### config.mk
export PLATFORM = sky130hd
export DESIGN_NAME = fnbc_isqrt
export DESIGN_NICKNAME = d
export VERILOG_FILES = /design/src/fnbc_isqrt.sv
export SDC_FILE = /design/constraint.sdc
export NUM_CORES = 2
export LEC_CHECK = 0
export BUFFER_PORTS_ARGS = -buffer_cell sky130_fd_sc_hd__buf_2
export CAP_MARGIN = 20
export CORE_MARGIN = 1.5
export CORE_UTILIZATION = 48
export CTS_CLUSTER_SIZE = 40
export DETAILED_ROUTE_END_ITERATION = 6
export GPL_TIMING_DRIVEN = 0
export PLACE_DENSITY = 0.61
export SYNTH_ARGS = -nofsm -noshare
export SYNTH_HDL_FRONTEND = slang
export SYNTH_SLANG_ARGS = --single-unit
### constraint.sdc
create_clock -name i_clk -period 3.83 [get_ports i_clk]
set_clock_uncertainty 0.15 [all_clocks]
set_input_delay 0.1915 -clock i_clk [delete_from_list [all_inputs] [get_ports i_clk]]
set_output_delay 0.1915 -clock i_clk [all_outputs]
set_load 0.03 [all_outputs]
### src/fnbc_isqrt.sv
// fnbc_isqrt: pipelined integer square root, one root bit per stage
// depends on: nothing outside this file
`timescale 1ns / 1ps
`default_nettype none

module fnbc_isqrt #(
    parameter int XW = 62,
    parameter int SW = 1
) (
    input  wire logic              i_clk,
    input  wire logic              i_en,
    input  wire logic [XW-1:0]     i_x,
    input  wire logic [SW-1:0]     i_side,
    output logic      [XW/2-1:0]   o_root,
    output logic      [SW-1:0]     o_side
);

    localparam int RTW = XW / 2;
    localparam int RW  = RTW + 3;

    logic [XW-1:0]  r_x  [0:RTW-1];
    logic [RW-1:0]  r_r  [0:RTW-1];
    logic [RTW-1:0] r_q  [0:RTW-1];
    logic [SW-1:0]  r_sd [0:RTW-1];

    for (genvar k = 0; k < RTW; k++) begin : g_stage
        logic [XW-1:0]  a_x;
        logic [RW-1:0]  a_r;
        logic [RTW-1:0] a_q;
        logic [SW-1:0]  a_sd;
        logic [RW-1:0]  w_rs;
        logic [RW-1:0]  w_t;
        logic [RW-1:0]  n_r;
        logic [RTW-1:0] n_q;

        if (k == 0) begin : g_first
            assign a_x  = i_x;
            assign a_r  = '0;
            assign a_q  = '0;
            assign a_sd = i_side;
        end else begin : g_next
            assign a_x  = r_x[k-1];
            assign a_r  = r_r[k-1];
            assign a_q  = r_q[k-1];
            assign a_sd = r_sd[k-1];
        end

        // bring down the next bit pair and try (root*4 + 1)
        assign w_rs = {a_r[RW-3:0], a_x[XW-1-2*k -: 2]};
        assign w_t  = {{(RW-RTW-2){1'b0}}, a_q, 2'b01};

        always_comb begin
            if (w_rs >= w_t) begin
                n_r = w_rs - w_t;
                n_q = {a_q[RTW-2:0], 1'b1};
            end else begin
                n_r = w_rs;
                n_q = {a_q[RTW-2:0], 1'b0};
            end
        end

        always_ff @(posedge i_clk) begin
            if (i_en) begin
                r_x[k]  <= a_x;
                r_r[k]  <= n_r;
                r_q[k]  <= n_q;
                r_sd[k] <= a_sd;
            end
        end
    end

    assign o_root = r_q[RTW-1];
    assign o_side = r_sd[RTW-1];

endmodule

`default_nettype wire

==> results.py <==
metrics = {
    "status": {
        "status": "finished clean",
    },
    "routing": {
        "routed_wl_um": 224000,
        "firstDrtPassIters": 5,
        "wl_per_cell_um": 18.6,
        "vias_per_cell": 5.40,
        "drt-initial-drc-count": 4428,
        "vias": 65300,
        "ant_nets": 0,
        "drc": 0,
    },
    "clock_tree": {
        "numCtsBuffers": 278,
        "cts.clk_slew.worst_paths_ns": 0.06,
        "cts.sinks": 2370,
        "cts_buffer_depth": 4,
        "cts-root-buf": "clkbuf_16",
        "cts.htree.levels": 5,
        "clk_latency_ns": 0.91,
        "cts_tree": "done",
    },
    "logic_synthesis": {
        "yosysTopAreaCell": "edfxtp_1",
        "ys.flop_type": "edfxtp_1",
        "synth.distinct_cells": 98,
        "synth_area_mm2": 0.110,
        "postSynthAreaPerCell_um2": 13.1,
        "synth_nets": 8938,
        "syn_inst": 8345,
        "synthArstFlopShare": 0,
        "synthTopCellsByArea": "edfxtp_1, ha_1, xnor2_1, xor2_1, a21oi_1",
        "synth_edf_count": 2370,
        "yosysWarnings": 0,
        "ys_ff_latch": 2370,
        "synth_top_area_share": 0.650,
        "synth-seq-area-share": 0.650,
    },
    "placement": {
        "gp_congestion": 0.880,
        "dp_cells": 11500,
        "port_buffers": 96,
        "dp_hpwl_um": 160000,
    },
    "critical_path": {
        "start_kind": "flop",
        "critPathArrivalTime_ns": 4.20,
        "path_class": "reg -> reg",
        "end_kind": "flop",
        "path_cells": "ha_2 > nand4_1 > nor2_2 > o21a_1 > o31a_1 > nor4b_4 > o31ai_4 > nor4_2 > buf_4 > buf_4 > or2_2 > nor3_1 > xor2_1",
        "cp_slowest_cell": "edfxtp_1",
        "critPathRequiredTime_ns": 4.33,
        "crit_top_cell": "buf_4",
        "r2r-start": "r_r[1][176]",
        "startpoint": "r_r[1][176]",
        "cp_max_fo": 6,
        "critical_path.max_stage_delay_ns": 0.43,
    },
    "worst_hold_path": {
        "hold_start": "i_en",
        "hold_path_class": "in -> reg",
    },
    "grt": {
        "grt_pass1_vias": 64300,
        "antenna_found_initial": 1,
        "grt_usage": 0.191,
        "grt_pass1_wl_um": 351000,
        "grt-ovfl-total": 0,
        "grt_max_degree": 195,
    },
    "timing": {
        "timing.fmax_mhz": 270,
        "finalSetupViolCount": 0,
        "fin_crit_sh": 0.966,
        "timing.setup.tns_ns": 0,
        "max-slew-margin-rel": 0.303,
        "hold_violations": 0,
        "period_needed_ns": 3.70,
        "whs_ns": 0.235,
        "worst_pin_slew_ns": 1.04,
        "slew_viol_final": 0,
    },
    "pwr": {
        "max-vdd-ir-drop_mv": 0.416,
        "powerDensity_mw_per_mm2": 605,
        "power.total_w": 0.0755,
        "p_leak_nw": 47.8,
    },
    "job": {
        "max_cap_violations": 0,
    },
    "layout": {
        "fin_nets": 9488,
        "final-seq-area_mm2": 0.0712,
        "final_cell_count_no_fill": 12100,
        "area_growth_syn_to_layout_pct": 14.1,
        "drive_gt1_frac": 0.0923,
        "fin_util": 0.550,
        "multi_input_area_mm2": 0.0358,
        "fillerInstances": 18700,
    },
    "floorplanning": {
        "fp-row-count": 175,
        "chipHeight_um": 481,
        "io_pins": 97,
        "coreArea_mm2": 0.227,
        "fp.dieW_um": 481,
        "die_area_mm2": 0.231,
        "floorplan.initialDensity": 0.482,
    },
}
==> power breakdown <==
group          internal, W  switching (W)  total, W  leakage, nW
Clock               0.0150        0.00991    0.0249         4.18
Combinational      0.00655        0.00903    0.0156         20.8
Sequential          0.0329        0.00220    0.0351         22.8
==> cells in the final DEF (no fill, tap or decap), types with 61 or more instances in the layout <==
| cell type | n |
|---|---|
| a21o_1 | 207 |
| a21oi_1 | 550 |
| buf_2 | 121 |
| clkbuf_1 | 106 |
| clkbuf_16 | 284 |
| clkinv_1 | 61 |
| dlygate4sd3_1 | 128 |
| edfxtp_1 | 2370 |
| ha_1 | 526 |
| inv_1 | 672 |
| mux2_2 | 86 |
| nand2_1 | 483 |
| nand2b_1 | 104 |
| nand3_1 | 151 |
| nand4_1 | 97 |
| nor2_1 | 536 |
| nor2b_1 | 78 |
| nor3_1 | 196 |
| nor4_1 | 82 |
| o21a_1 | 122 |
| o21ai_0 | 344 |
| or3_1 | 71 |
| xnor2_1 | 409 |
| xor2_1 | 348 |
==> metrics by stage <==
step / instance area (um^2) / worst slack [ns]
after global routing: 125000 / -0.0353
after global placement: 114000 / -34.43
after detailed placement: 114000 / -1.26
after CTS: 124000 / 0.00238
after floorplan: 110000 / 0.488
final: 125000 / 0.128
==> worst max-delay path: cells and delay by family (launching register included) <==
kind / cells / cell delay, ns
xor gates and xnor gates: 1 / 0.41
and+or+nand+nor: 6 / 1.06
AOI/OAI and AO/OA: 3 / 0.70
DFF: 1 / 0.43
adders and majority gates: 1 / 0.41
buffers and inverters: 2 / 0.30
==> registers in the layout, summed over array words and instances (netlist names) <==
| name | cells |
|---|---|
| r_x | 930 |
| r_sd | 31 |
| r_q | 496 |
| r_r | 913 |
==> kinds of logic after synthesis <==
logic type | synth area share
adders and majority gates | 0.0603
DFF | 0.650
AOI/OAI and AO/OA | 0.0930
xor gates and xnor gates | 0.0605
and+or+nand+nor | 0.0982
other | 0.0000342
buffers and inverters | 0.0285
muxes | 0.00950
==> synth_stat cells (15+ instances only) <==
library cell	n
ha_1	528
o211ai_1	29
o2111ai_1	18
inv_1	672
nor2b_1	81
nand4_1	97
xnor2_1	409
or3_1	71
clkbuf_1	99
o21ai_1	20
edfxtp_1	2370
and2_1	41
nand3_1	151
mux2_2	86
nand4b_1	19
o21bai_1	49
buf_1	15
o21ai_0	359
o31ai_1	53
xor2_1	348
nor3b_1	20
nand3b_1	27
nand2_1	484
a21o_1	207
a21oi_1	558
a21boi_0	30
or2_2	44
a211oi_1	28
nor3_1	198
and4_1	18
nor4_1	94
or4_1	38
nor2_1	539
nand2b_1	104
a31oi_1	38
and3_1	52
o21a_1	124
buf_2	24
==> final timing paths <==
kind,cells past startpoint,slack (ns),end
max,13,0.13,r_r[1][232]
min,2,0.24,r_x[0][28]
max reg2reg,13,0.13,r_r[1][232]
min reg2reg,0,0.26,r_x[0][462]
==> layout make-up <==
class | count | area share
Antenna cell | 2 | 0.0000401
Sequential cell | 2370 | 0.570
Clock inverter | 147 | 0.0107
Inverter | 678 | 0.0204
Tap cell | 3009 | 0.0301
Multi-Input combinational cell | 5156 | 0.286
Clock buffer | 324 | 0.0577
Buffer | 133 | 0.00525
Timing Repair Buffer | 278 | 0.0200
==> timing repair <==
action,4_1_cts,5_1_grt
resized for setup,88,120
hold buffers,128,0
buffers inserted,15,22
cloned,0,2
pin swaps,11,18
endpoints found under the hold margin,184,0
endpoints found under the setup margin,380,652
==> routing by layer <==
metal  part of all wire  global-route usage  vias to the layer above
met3              0.039              0.0258                      453
li1                   -                   -                    32000
met2               0.49               0.327                     1284
met1               0.43               0.250                    31600
met4              0.033              0.0675                        0
met5                  0                   0                        -
Power figures use the tool's default switching activity.
